$ cat src/hw/rtl/fpscale_pkg.sv
// shared types and constants for the power-of-two scaling block
package fpscale_pkg;
	localparam int unsigned ExpPos = 23;
	localparam logic [7:0] ExpAllOnes = 8'hff;
	localparam logic signed [9:0] ScaleMax = 10'sd300;
	localparam logic signed [9:0] ScaleMin = -10'sd300;

	// decoded operand, passed from the front end to the rounding stage
	typedef struct packed {
		logic passthru;
		logic sign;
		logic signed [10:0] be;
		logic [23:0] sig;
		logic [31:0] raw;
	} fpscale_dec_t;
endpackage

$ cat src/hw/rtl/fpscale_decode.sv
// unpacks the operand, normalizes subnormals and adds the clamped exponent
module fpscale_decode import fpscale_pkg::*; (
	input  logic [31:0]        value_bits,
	input  logic signed [31:0] scale_exponent,
	output fpscale_dec_t       dec
);
	logic [7:0] efield;
	logic [22:0] mant;
	logic signed [9:0] n;
	logic [4:0] lz;
	logic [23:0] sig;
	logic signed [10:0] be0;

	assign efield = value_bits[30:23];
	assign mant = value_bits[22:0];

	always_comb begin
		if (scale_exponent > 32'(signed'(ScaleMax))) n = ScaleMax;
		else if (scale_exponent < 32'(signed'(ScaleMin))) n = ScaleMin;
		else n = scale_exponent[9:0];
	end

	// leading zero count of the subnormal mantissa
	always_comb begin
		lz = 5'd0;
		for (int i = 0; i < 23; i++) begin
			if (mant[i]) lz = 5'(22 - i);
		end
	end

	always_comb begin
		if (efield == 8'd0) begin
			sig = {mant, 1'b0} << lz;
			be0 = 11'sd0 - 11'(signed'({1'b0, lz}));
		end else begin
			sig = {1'b1, mant};
			be0 = 11'(signed'({1'b0, efield, 1'b0}) >>> 1);
		end
	end

	assign dec.passthru = (efield == ExpAllOnes) || (value_bits[30:0] == 31'd0);
	assign dec.sign = value_bits[31];
	assign dec.be = be0 + 11'(n);
	assign dec.sig = sig;
	assign dec.raw = value_bits;
endmodule

$ cat src/hw/rtl/fpscale_round.sv
// packs the result: passthrough, overflow, normal range, rounded subnormal or signed zero
module fpscale_round import fpscale_pkg::*; (
	input  fpscale_dec_t dec,
	output logic [31:0]  result
);
	logic [10:0] shift;
	logic [4:0] sh;
	logic [23:0] q;
	logic [24:0] rem;
	logic [24:0] half;
	logic [23:0] qr;

	assign shift = 11'sd1 - dec.be;
	assign sh = shift[4:0];
	assign q = dec.sig >> sh;
	// one bit wider than the significand so the halfway point exists at a shift of 25
	assign rem = {1'b0, dec.sig} & ((25'd1 << sh) - 25'd1);
	assign half = 25'd1 << (sh - 5'd1);
	assign qr = q + 24'((rem > half) || (rem == half && q[0]));

	always_comb begin
		if (dec.passthru) result = dec.raw;
		else if (dec.be >= 11'sd255) result = {dec.sign, ExpAllOnes, 23'd0};
		else if (dec.be >= 11'sd1) result = {dec.sign, dec.be[7:0], dec.sig[22:0]};
		else if (shift > 11'd25) result = {dec.sign, 31'd0};
		else result = {dec.sign, 7'd0, qr};
	end
endmodule

$ cat src/hw/rtl/float_power_of_two_scale.sv
// top level of the single-precision power-of-two scaling block
// usage:
//   input channel: value_bits (ieee single) and scale_exponent (signed),
//   qualified by in_valid; in_stall holds the sender off.
//   output channel: result_bits qualified by out_valid; out_stall from
//   the receiver.
//   an accepted item passes an input register, then the decode and
//   rounding logic feeding the result register.
//   throughput is one item per cycle while the receiver does not stall,
//   set by the single pass through the exponent add, alignment shift and round.
//   when the receiver stalls, the result register holds and the input
//   register refills once; in_stall rises only when both are full.
//   reset empties both registers; no item is in flight after reset.
module float_power_of_two_scale import fpscale_pkg::*; (
	input  logic               clk,
	input  logic               arst_n,
	input  logic               in_valid,
	output logic               in_stall,
	input  logic [31:0]        value_bits,
	input  logic signed [31:0] scale_exponent,
	output logic               out_valid,
	input  logic               out_stall,
	output logic [31:0]        result_bits
);
	logic valid_s1;
	logic [31:0] value_s1;
	logic signed [31:0] scale_s1;
	fpscale_dec_t dec;
	logic [31:0] result;
	logic adv_s2;
	logic adv_s1;

	assign adv_s2 = valid_s1 && (!out_valid || !out_stall);
	assign in_stall = valid_s1 && !adv_s2;
	assign adv_s1 = in_valid && !in_stall;

	always_ff @(posedge clk or negedge arst_n) begin
		if (!arst_n) begin
			valid_s1 <= 1'b0;
			out_valid <= 1'b0;
		end else begin
			if (adv_s1) valid_s1 <= 1'b1;
			else if (adv_s2) valid_s1 <= 1'b0;
			if (adv_s2) out_valid <= 1'b1;
			else if (!out_stall) out_valid <= 1'b0;
		end
	end

	always_ff @(posedge clk) begin
		if (adv_s1) begin
			value_s1 <= value_bits;
			scale_s1 <= scale_exponent;
		end
		if (adv_s2) result_bits <= result;
	end

	fpscale_decode u_decode (
		.value_bits(value_s1),
		.scale_exponent(scale_s1),
		.dec(dec)
	);

	fpscale_round u_round (
		.dec(dec),
		.result(result)
	);
endmodule
$ cat config.mk
export PLATFORM = sky130hd
export DESIGN_NAME = float_power_of_two_scale
export DESIGN_NICKNAME = d
export VERILOG_FILES = /design/src/hw/rtl/fpscale_pkg.sv /design/src/hw/rtl/fpscale_decode.sv /design/src/hw/rtl/fpscale_round.sv /design/src/hw/rtl/float_power_of_two_scale.sv
export SDC_FILE = /design/constraint.sdc
export NUM_CORES = 1
export LEC_CHECK = 0
export BUFFER_PORTS_ARGS = -buffer_cell sky130_fd_sc_hd__buf_2
export CORE_UTILIZATION = 32
export CTS_BUF_LIST = sky130_fd_sc_hd__clkbuf_4 sky130_fd_sc_hd__clkbuf_8
export CTS_CLUSTER_SIZE = 10
export DETAILED_ROUTE_END_ITERATION = 8
export PLACE_DENSITY_LB_ADDON = 0.2
export SYNTH_ARGS = -nofsm -noshare
export SYNTH_HDL_FRONTEND = slang
export SYNTH_HIERARCHICAL = 1
export SYNTH_SLANG_ARGS = --single-unit
$ cat constraint.sdc
create_clock -name clk -period 22.5 [get_ports clk]
set_clock_uncertainty 0.05 [all_clocks]
set_input_delay 0 -clock clk [delete_from_list [all_inputs] [get_ports clk]]
set_output_delay 0 -clock clk [all_outputs]
set_load 0.01 [all_outputs]
# After elaboration in Yosys (flattened, before gate mapping)
# Cells that the tools add are included.
[word_totals]
register_bits = 98
input_bits = 68
word_cells = 74
out_inout_bits = 34
[op_classes]
n_reduce_logical = 14
n_addsub = 6
magnitude_cmp = 6
shifts = 4
n_bitwise = 1
muxes = 35
n_eq_ne = 3
[op_table]
columns = ["operator", "n"]
rows = [
  ["2-to-1 mux 5 bit", 23],
  ["2-to-1 mux 31 bit", 3],
  ["left shift 1 x 5 -> 25 bit, first input constant", 2],
  ["2-to-1 mux 24 bit", 2],
  ["greater-than comparator 32 x 10 -> 1 bit, second input constant", 1],
  ["less-than comparator 32 x 10 -> 1 bit, second input constant", 1],
  ["logical NOT 31 bit", 1],
  ["bitwise AND 24 x 25 -> 25 bit", 1],
  ["equality test 25 bit", 1],
  ["greater-than comparator 25 bit", 1],
  ["subtractor 25 x 1 -> 25 bit, second input constant", 1],
  ["adder 24 x 1 -> 24 bit", 1],
  ["left shift 24 x 5 -> 24 bit", 1],
  [">> shifter 24 x 5 -> 24 bit", 1],
  ["2-to-1 mux 10 bit", 2],
  ["adder 11 x 10 -> 11 bit", 1],
  [">= comparator 11 x 2 -> 1 bit, second input constant", 1],
  [">= comparator 11 x 9 -> 1 bit, second input constant", 1],
  ["greater-than comparator 11 x 5 -> 1 bit, second input constant", 1],
  ["2-to-1 mux 11 bit", 1],
  ["subtractor 2 x 11 -> 11 bit, first input constant", 1],
  ["equality test 8 bit, second input constant", 1],
  ["logical NOT 8 bit", 1],
  ["subtractor 1 x 5 -> 6 bit, first input constant", 1],
  ["other kinds (7)", 18],
]

# Logic depth before layout (Yosys ltp)
# Gate-level depths: netlist (run 1).
[logic_depth]
word_depth = 38
mapped_depth = 42
ltp_nobuf = 36

# By module
# The synthesis (run 1) kept the hierarchy.
[by_module_without_submodules]
columns = ["mod", "instances", "cells_each", "seq_area_each_um2", "area_each_um2"]
rows = [
  ["fpscale_round", 1, 552, 0.0, 3877.5],
  ["float_power_of_two_scale", 1, 104, 2932.8, 2975.4],
  ["fpscale_decode", 1, 376, 0.0, 2625.0],
]

# Worst setup path after synthesis (run 1)
# No wires, ideal clock.
[synth_timing]
kind = "reg2reg"
start = "reg value_s1[2]"
end = "reg result_bits[8] (data pin)"
path_stages_with_launch = 38
slack_ps = 14288
arrival_time_ps = 7901
path_buffers = 5
synth_period_minus_slack_ps = 8212
setup_time_ps = 261
t_required_ps = 22189
cell_sequence = "edfxtp_1 nand2b_1 a221oi_1 o221ai_2 a21oi_4 inv_2 buf_4 ha_1 a21o_1 fa_1 a21o_1 a21oi_1 xnor2_1 clkbuf_1 or4_4 nand2_2 clkbuf_1 clkbuf_1 (+2 left out) clkbuf_1 or3_1 a21boi_0 ha_1 a21o_1 a21o_1 a211o_1 a21oi_1 o21ai_0 o211a_1 nor4_1 nor3_1 ha_1 ha_1 and3_1 a31oi_1 a211oi_1 a221o_1"
[synth_lines]
columns = ["item", "line", "rtl"]
rows = [
  ["start, declared", "float_power_of_two_scale.sv:26", "logic [31:0] value_s1;"],
  ["start signal, assigned", "float_power_of_two_scale.sv:51", "value_s1 <= value_bits;"],
  ["end signal, assigned", "float_power_of_two_scale.sv:54", "if (adv_s2) result_bits <= result;"],
  ["end, declared", "float_power_of_two_scale.sv:23", "output logic [31:0] result_bits"],
]

==> results of run 1 <==
## layout make-up
class	instances	area [um^2]
Clock inverter	7	81.3
Multi-Input combinational cell	802	5840
Sequential cell	98	2930
Timing Repair Buffer	187	1320
Clock buffer	9	124
Inverter	31	116
Fill cell	2960	18000
Tap cell	384	480
## state kept, by name, summed over array words and instances (netlist names)
signal	cells
value_s1	32
valid_s1	1
scale_s1	32
out_valid	1
result_bits	32
## metal layers
| layer | track usage | vias to the layer above | share of wire |
|---|---|---|---|
| li1 | - | 4118 | - |
| met1 | 0.288 | 4282 | 0.46 |
| met2 | 0.325 | 398 | 0.45 |
| met3 | 0.0328 | 43 | 0.067 |
| met4 | 0.0537 | 0 | 0.020 |
| met5 | 0 | - | 0 |
## power by group through the flow
stage                     registers (uW)  logic, uW  clock network, uW
after floorplan                      235        261                  0
after global placement               237        354                  0
after detailed placement             237        353                  0
after CTS                            233        364                124
after global routing                 234        404                130
final                                233        372                120
## cells by family (layout without fill, tap and decap cells)
| logic type | after synthesis | after routing | synth area share |
|---|---|---|---|
| adder cells (fa/ha/maj) | 42 | 42 | 0.0562 |
| AND/OR/NAND/NOR | 336 | 336 | 0.182 |
| flip-flops | 98 | 98 | 0.309 |
| multiplexers | 81 | 81 | 0.115 |
| buffers and inverters | 132 | 234 | 0.0768 |
| AO/OA/AOI/OAI | 309 | 309 | 0.228 |
| XOR/XNOR | 34 | 34 | 0.0322 |
## layout by cell type, fill, tap and decap left out, drive strengths merged, types with 15 or more instances in the layout
| master | n |
|---|---|
| nand4 | 25 |
| a211oi | 20 |
| nor4 | 16 |
| nand2 | 92 |
| dlygate4sd3 | 69 |
| nand3 | 26 |
| and2 | 19 |
| mux2 | 16 |
| edfxtp | 96 |
| a21o | 17 |
| mux4 | 18 |
| o21ai | 79 |
| inv | 33 |
| a21oi | 54 |
| nor2 | 63 |
| buf | 118 |
| ha | 41 |
| nand2b | 15 |
| mux2i | 47 |
| a22oi | 28 |
| nor3 | 24 |
| xnor2 | 20 |
## path summary, 6_finish.rpt
path	start	end	slack [ns]
worst max-delay path	value_s1[2]$_DFFE_PP_	result_bits[5]$_DFFE_PP_	12.57
worst min-delay path	scale_exponent[22]	scale_s1[22]$_DFFE_PP_	0.25
worst max register to register	value_s1[2]$_DFFE_PP_	result_bits[5]$_DFFE_PP_	12.57
worst min register to register	valid_s1$_DFFE_PN0P_	out_valid$_DFFE_PN0P_	0.47
max in group asynchronous	arst_n	valid_s1$_DFFE_PN0P_	21.91
min in group asynchronous	arst_n	out_valid$_DFFE_PN0P_	0.37
## critical path, delay by kind of cell (launching register included)
kind,cells,cell delay (ns)
and+or+nand+nor,11,2.34
DFF,1,0.48
buffers and inverters,4,1.24
AOI/OAI and AO/OA,14,3.56
adders and majority gates,6,2.08
## through the flow
step,instances,area [um^2]
final,1518,10900
after global routing,1518,10900
after CTS,1518,10900
after detailed placement,1433,10000
after global placement,1433,10000
after floorplan,1032,9480
## cells in the mapped netlist, types with 18 or more instances
master,count,area (um^2)
nand3_1,25,125
nand2_1,91,342
ha_1,41,513
xnor2_1,19,166
a22oi_1,27,203
clkbuf_1,35,131
o21ai_0,65,325
nand4_1,25,156
a21oi_1,50,250
edfxtp_1,96,2880
mux2i_1,46,460
inv_1,28,105
a211oi_1,18,135
nor3_1,23,115
buf_4,39,293
nor2_1,61,229
and2_1,19,119
==> results_dict.tcl, run 1 <==
set metrics [dict create \
    synth_edf_count 96 \
    core_area_um2 28900 \
    final.min_clock_period_ns 9.93 \
    ctsRootBufferMaster "clkbuf_8" \
    cts.path.max_buffers 2 \
    gp_congestion 0.960 \
    crit_path_max_fanout 40 \
    power.net_switching_uw 321 \
    rr_worst_depth 35 \
    whs_ns 0.246 \
    async_flop_share 0.0204 \
    post-place-ws_ns 12.76 \
    power.density_nw_per_um2 66.4 \
    critPathMostFrequentCell "ha_1" \
    final-hold-violation-count 0 \
    critPathRequiredTime_ns 22.74 \
    cp_slowest_cell "a21oi_4" \
    avgSynthCellArea_um2 9.18 \
    worstMarginPinSlew_ns 1.17 \
    synth_nets 1142 \
    ir_worst_vdd_v 0.0000415 \
    p_clk_frac 0.165 \
    clk_latency_ns 0.41 \
    slew_violations 0 \
    fin_setup_tns_ns 0 \
    timing.final.crit_share 0.441 \
    first_pass_iters 6 \
    antenna_found_initial 0 \
    drive_gt1_frac 0.181 \
    overflow 0 \
    grt_max_degree 66 \
    finalSetupViolCount 0 \
    drtIter0Drc 876 \
    holdPathStages 2 \
    wirelength_um 31400 \
    port_buffers 101 \
    grt_pass1_wl_um 48700 \
    yosysWarningCount 6 \
    die_height_um 174 \
    yosysSeqAreaShare 0.309 \
    finish.utilization 0.377 \
    grt.total_usage 0.205 \
    path_class "flop to flop" \
    swShare 0.443 \
    sequentialPowerShare 0.321 \
    cts_setup_buffers 0 \
    synth.distinct_cells 96 \
    min_path_type "input port to flop" \
    wl_per_cell_um 20.7 \
    clock_sinks 98 \
    finalPower_uw 724 \
    drc 0 \
    pin_count 102 \
    max_cap_violations 0 \
    cts_buffers 9 \
    clk_pin_slew_ns 0.13 \
    synth_flop_cell "edfxtp_1" \
    vias 8841 \
    ant_nets 0 \
    cp-start-kind "flop" \
    cts_hold_buf 69 \
    p_int_uw 403 \
    syn_area_um2 9480 \
    arrival_ns 10.16 \
    setup_slack_ns 12.57 \
    rsz0062_at_grt "no" \
    die_w_um 174 \
    num_rows 62 \
    slew_headroom 0.220 \
    syn_to_final_growth_pct 15.0 \
    status "complete, no violations" \
    synth_seq_cells 98 \
    postSynthCellCount 1032 \
    die_area_um2 30300 \
    nNetsFinal 1239 \
    share_comb_of_total_power 0.514 \
    first_global_vias 8262 \
    post_cts_resize_count 0 \
    leakagePower_uw 0.00409 \
    viasPerCell 5.82 \
    cp-end-kind "flop" \
    cts_max_level 3 \
    tritoncts "yes" \
    max_freq_mhz 101 \
    initial_utilization 0.328 \
    antenna_cells 0 \
    dp_hpwl_um 23000 \
    slowest_delay_ns 0.50 \
]
(Power assumes the default switching activity.)
==> inputs of run 2 (changes only) <==
Clock period 22.5 ns to 8.6 ns, I/O delays scaled along.
==> results_dict.tcl, run 2 (same netlist as run 1, synthesis figures left out) <==
set metrics [dict create \
    cp-end-kind "flop" \
    critPathRequiredTime_ns 8.72 \
    viasPerCell 5.71 \
    swShare 0.432 \
    port_buffers 101 \
    whs_ns 0.249 \
    cts_max_level 3 \
    worstMarginPinSlew_ns 1.23 \
    crit_path_max_fanout 19 \
    cp-start-kind "flop" \
    tritoncts "yes" \
    ctsRootBufferMaster "clkbuf_8" \
    cp_slowest_cell "or4_4" \
    clock_sinks 98 \
    antenna_cells 0 \
    num_rows 62 \
    finalPower_uw 1900 \
    sequentialPowerShare 0.321 \
    rsz0062_at_grt "no" \
    antenna_found_initial 1 \
    drc 0 \
    grt_max_degree 65 \
    status "complete, no violations" \
    drtIter0Drc 889 \
    slowest_delay_ns 0.62 \
    syn_to_final_growth_pct 17.0 \
    die_w_um 174 \
    die_area_um2 30300 \
    share_comb_of_total_power 0.525 \
    mostFrequentLayoutCell "buf_2" \
    die_height_um 174 \
    first_global_vias 8519 \
    p_int_uw 1080 \
    p_clk_frac 0.153 \
    slew_violations 0 \
    final.min_clock_period_ns 8.15 \
    drive_gt1_frac 0.203 \
    grt_pass1_wl_um 49500 \
    initial_utilization 0.328 \
    cts_buffers 9 \
    max_freq_mhz 123 \
    first_pass_iters 5 \
    grt.total_usage 0.208 \
    pin_count 102 \
    critPathMostFrequentCell "ha_1" \
    max_cap_violations 0 \
    slew_headroom 0.176 \
    nNetsFinal 1264 \
    wl_per_cell_um 20.4 \
    mostFrequentLayoutCells "101 x buf_2, 96 x edfxtp_1, 91 x nand2_1" \
    leakagePower_uw 0.00420 \
    final-hold-violation-count 0 \
    dp_hpwl_um 23200 \
    timing.final.crit_share 0.947 \
    clk_pin_slew_ns 0.11 \
    arrival_ns 8.27 \
    core_area_um2 28900 \
    min_path_type "input port to flop" \
    path_class "flop to flop" \
    vias 8818 \
    ant_nets 0 \
    reg.largest.list "result_bits (32), scale_s1 (32), value_s1 (32)" \
    cts.path.max_buffers 2 \
    overflow 0 \
    power.density_nw_per_um2 171 \
    wirelength_um 31400 \
    power.net_switching_uw 819 \
    gp_congestion 0.934 \
    ir_worst_vdd_v 0.0000955 \
    finalSetupViolCount 0 \
    fin_setup_tns_ns 0 \
    clk_latency_ns 0.41 \
]
==> run 2: cell types whose count changed in the layout (fill, tap and decap cells not counted), sizes merged <==
cell,before,now
clkbuf,9,10
clkinvlp,0,1
clkinv,5,2
buf,118,143
inv,33,34
==> run 2: critical path: cells and delay by family, from the launching register on <==
kind | cells | cell delay [ns]
xor+xnor | 1 | 0.25
fa+ha+maj | 6 | 1.91
simple gates | 6 | 1.88
compound gates | 13 | 2.22
buf+inv | 5 | 1.04
flops | 1 | 0.59
==> run 2: power by group through the flow <==
stage	combinational [uW]	sequential (uW)	clock, uW
after floorplan	684	616	0
after global placement	955	618	0
after detailed placement	946	619	0
after CTS	975	609	299
after global routing	1090	614	317
final	997	609	291
==> run 2: worst paths after layout <==
| check | from | endpoint | slack (ns) | cells past startpoint |
|---|---|---|---|---|
| max | value_s1[16]$_DFFE_PP_ | result_bits[8]$_DFFE_PP_ | 0.45 | 31 |
| min reg2reg | valid_s1$_DFFE_PN0P_ | out_valid$_DFFE_PN0P_ | 0.47 | 1 |
| max in group asynchronous | arst_n | valid_s1$_DFFE_PN0P_ | 8.01 | 3 |
| max reg2reg | value_s1[16]$_DFFE_PP_ | result_bits[8]$_DFFE_PP_ | 0.45 | 31 |
| min in group asynchronous | arst_n | out_valid$_DFFE_PN0P_ | 0.37 | 3 |
| min | scale_exponent[14] | scale_s1[14]$_DFFE_PP_ | 0.25 | 2 |
==> run 2: stage by stage <==
| stage | area [um^2] | setup WS, ns | utilization | instances |
|---|---|---|---|---|
| after detailed placement | 10200 | 0.486 | 0.352 | 1458 |
| after CTS | 11100 | 0.414 | 0.382 | 1543 |
| after global placement | 10200 | 0.550 | 0.352 | 1458 |
| after floorplan | 9480 | 0.388 | - | 1032 |
| final | 11100 | 0.452 | 0.383 | 1543 |
| after global routing | 11100 | 0.00873 | 0.383 | 1543 |
==> run 2: routing by layer <==
metal,global-route usage,vias up,part of all wire
met5,0,-,0
met2,0.333,369,0.45
met4,0.0548,0,0.022
met1,0.289,4235,0.46
li1,-,4170,-
met3,0.0335,44,0.065
==> run 2: cell type report <==
class / count / area [um^2]
Clock buffer: 10 / 138
Fill cell: 2912 / 17900
Multi-Input combinational cell: 802 / 5860
Timing Repair Buffer: 212 / 1510
Inverter: 31 / 116
Clock inverter: 6 / 46.3
Sequential cell: 98 / 2930
Tap cell: 384 / 480
==> run 2: timing repair <==
action,4_1_cts,5_1_grt
hold buffers,69,0
setup endpoints to repair,0,18
buffers inserted,0,0
gates resized for setup,0,6
endpoints found under the hold margin,68,0
==> inputs of run 3 (changes only) <==
Clock period 8.6 ns to 6.8 ns, I/O delays scaled along.
==> results_dict.tcl, run 3 (same netlist as run 1, synthesis figures left out) <==
set metrics [dict create \
    status "finished with violations" \
    violations "negative setup slack" \
    drc 0 \
    cts_max_level 3 \
    seqCellArea_um2 2930 \
    share_comb_of_total_power 0.580 \
    final-hold-violation-count 0 \
    slew_headroom 0.277 \
    drive_gt1_frac 0.334 \
    die_height_um 174 \
    multi_input_area_um2 6280 \
    finalPower_uw 2700 \
    cts_buffers 9 \
    tritoncts "yes" \
    grt_pass1_wl_um 51800 \
    cp-end-kind "flop" \
    wl_per_cell_um 19.1 \
    die_area_um2 30300 \
    pin_count 102 \
    cp_slowest_cell "or4_4" \
    finalSetupViolCount 19 \
    syn_to_final_growth_pct 34.0 \
    wirelength_um 32300 \
    overflow 0 \
    ctsRootBufferMaster "clkbuf_8" \
    hold_end "value_s1[28]$_DFFE_PP_" \
    arrival_ns 7.11 \
    first_global_vias 9419 \
    ir_worst_vdd_v 0.000146 \
    hp-start "value_bits[28]" \
    vias 9404 \
    r2r-start "value_s1[16]$_DFFE_PP_" \
    holdPathStages 2 \
    final.min_clock_period_ns 7.01 \
    ant_nets 0 \
    path_class "flop to flop" \
    rr_worst_depth 32 \
    swShare 0.422 \
    fillCellCount 2791 \
    viasPerCell 5.56 \
    antenna_found_initial 0 \
    gp_congestion 0.942 \
    cts.path.max_buffers 2 \
    timing.final.crit_share 1.03 \
    rsz0062_at_grt "yes" \
    antenna_cells 0 \
    setup_slack_ns -0.212 \
    slowest_delay_ns 0.61 \
    leakagePower_uw 0.00506 \
    mostFrequentLayoutCells "183 x buf_4, 101 x buf_2, 96 x edfxtp_1" \
    max_cap_violations 0 \
    worstMarginPinSlew_ns 1.08 \
    power.net_switching_uw 1140 \
    min_path_type "input port to flop" \
    post-place-ws_ns -0.635 \
    grt.total_usage 0.216 \
    clk_latency_ns 0.40 \
    num_rows 62 \
    core_area_um2 28900 \
    critPathRequiredTime_ns 6.90 \
    slew_violations 0 \
    finish.utilization 0.439 \
    p_clk_frac 0.142 \
    drtIter0Drc 960 \
    dp_hpwl_um 24400 \
    power.density_nw_per_um2 212 \
    initial_utilization 0.328 \
    clock_sinks 98 \
    max_freq_mhz 143 \
    clk_pin_slew_ns 0.11 \
    port_buffers 101 \
    nNetsFinal 1413 \
    p_int_uw 1560 \
    reg.largest.list "result_bits (32), scale_s1 (32), value_s1 (32)" \
    sequentialPowerShare 0.279 \
    mostFrequentLayoutCell "buf_4" \
    r2r_end "result_bits[12]$_DFFE_PP_" \
    crit_path_max_fanout 8 \
    cp-start-kind "flop" \
    first_pass_iters 6 \
    r2r_slack_ns -0.21 \
    grt_max_degree 65 \
    die_w_um 174 \
]
run 3: per-stage QoR:
step / std cells / hold slack, ns / area (um^2) / TNS [ns]
3_5_place_dp: 1596 / -0.262 / 11400 / -9.89
3_3_place_gp: 1596 / -0.262 / 11400 / -8.01
2_1_floorplan: 1032 / -0.346 / 9730 / -7.66
4_1_cts: 1690 / 0.208 / 12500 / -3.64
5_1_grt: 1692 / 0.223 / 12700 / -8.50
6_report: 1692 / 0.242 / 12700 / -1.79
run 3: layout make-up:
class | instances | share of cell area
repair buffers | 361 | 0.212
clock buffers | 9 | 0.00975
flip-flops and latches | 98 | 0.231
inverters | 31 | 0.00956
multi-input cells | 802 | 0.494
well taps | 384 | 0.0378
clock inverters | 7 | 0.00591
run 3: power groups by stage:
stage                     clock, uW  sequential, uW  combinational [uW]
after floorplan                   0             780                 912
after global routing            418             757                1710
after CTS                       401             752                1480
after global placement            0             764                1390
final                           383             751                1560
after detailed placement          0             765                1390
run 3: critical path, delay by kind of cell (launching register included):
family	cells	cell delay [ns]
AND/OR/NAND/NOR	9	2.50
buffers and inverters	4	0.49
flip-flops	1	0.42
XOR/XNOR	2	0.35
AO/OA/AOI/OAI	11	1.61
adder cells (fa/ha/maj)	6	1.32
run 3: layer usage:
| metal | wire, um | part of all wire | track usage | up-vias |
|---|---|---|---|---|
| met2 | 14500 | 0.45 | 0.343 | 398 |
| met4 | 980 | 0.030 | 0.0753 | 0 |
| met5 | 0 | 0 | 0 | - |
| met3 | 2020 | 0.062 | 0.0374 | 66 |
| met1 | 14800 | 0.46 | 0.295 | 4459 |
| li1 | - | - | - | 4481 |
run 3: what timing repair did:
item,4_1_cts,5_1_grt
gates resized for setup,34,40
cloned,0,0
pin swaps,10,32
setup buffers,9,5
setup endpoints to repair,24,24
hold buffers,69,0
endpoints found under the hold margin,68,0
run 3: worst max path at each step:
stage,startpoint,end
after global placement,value_s1[7]$_DFFE_PP_,result_bits[12]$_DFFE_PP_
after global routing,value_s1[19]$_DFFE_PP_,result_bits[12]$_DFFE_PP_
after CTS,value_s1[15]$_DFFE_PP_,result_bits[2]$_DFFE_PP_
after floorplan,value_s1[2]$_DFFE_PP_,result_bits[5]$_DFFE_PP_
final,value_s1[16]$_DFFE_PP_,result_bits[12]$_DFFE_PP_
after detailed placement,value_s1[19]$_DFFE_PP_,result_bits[12]$_DFFE_PP_
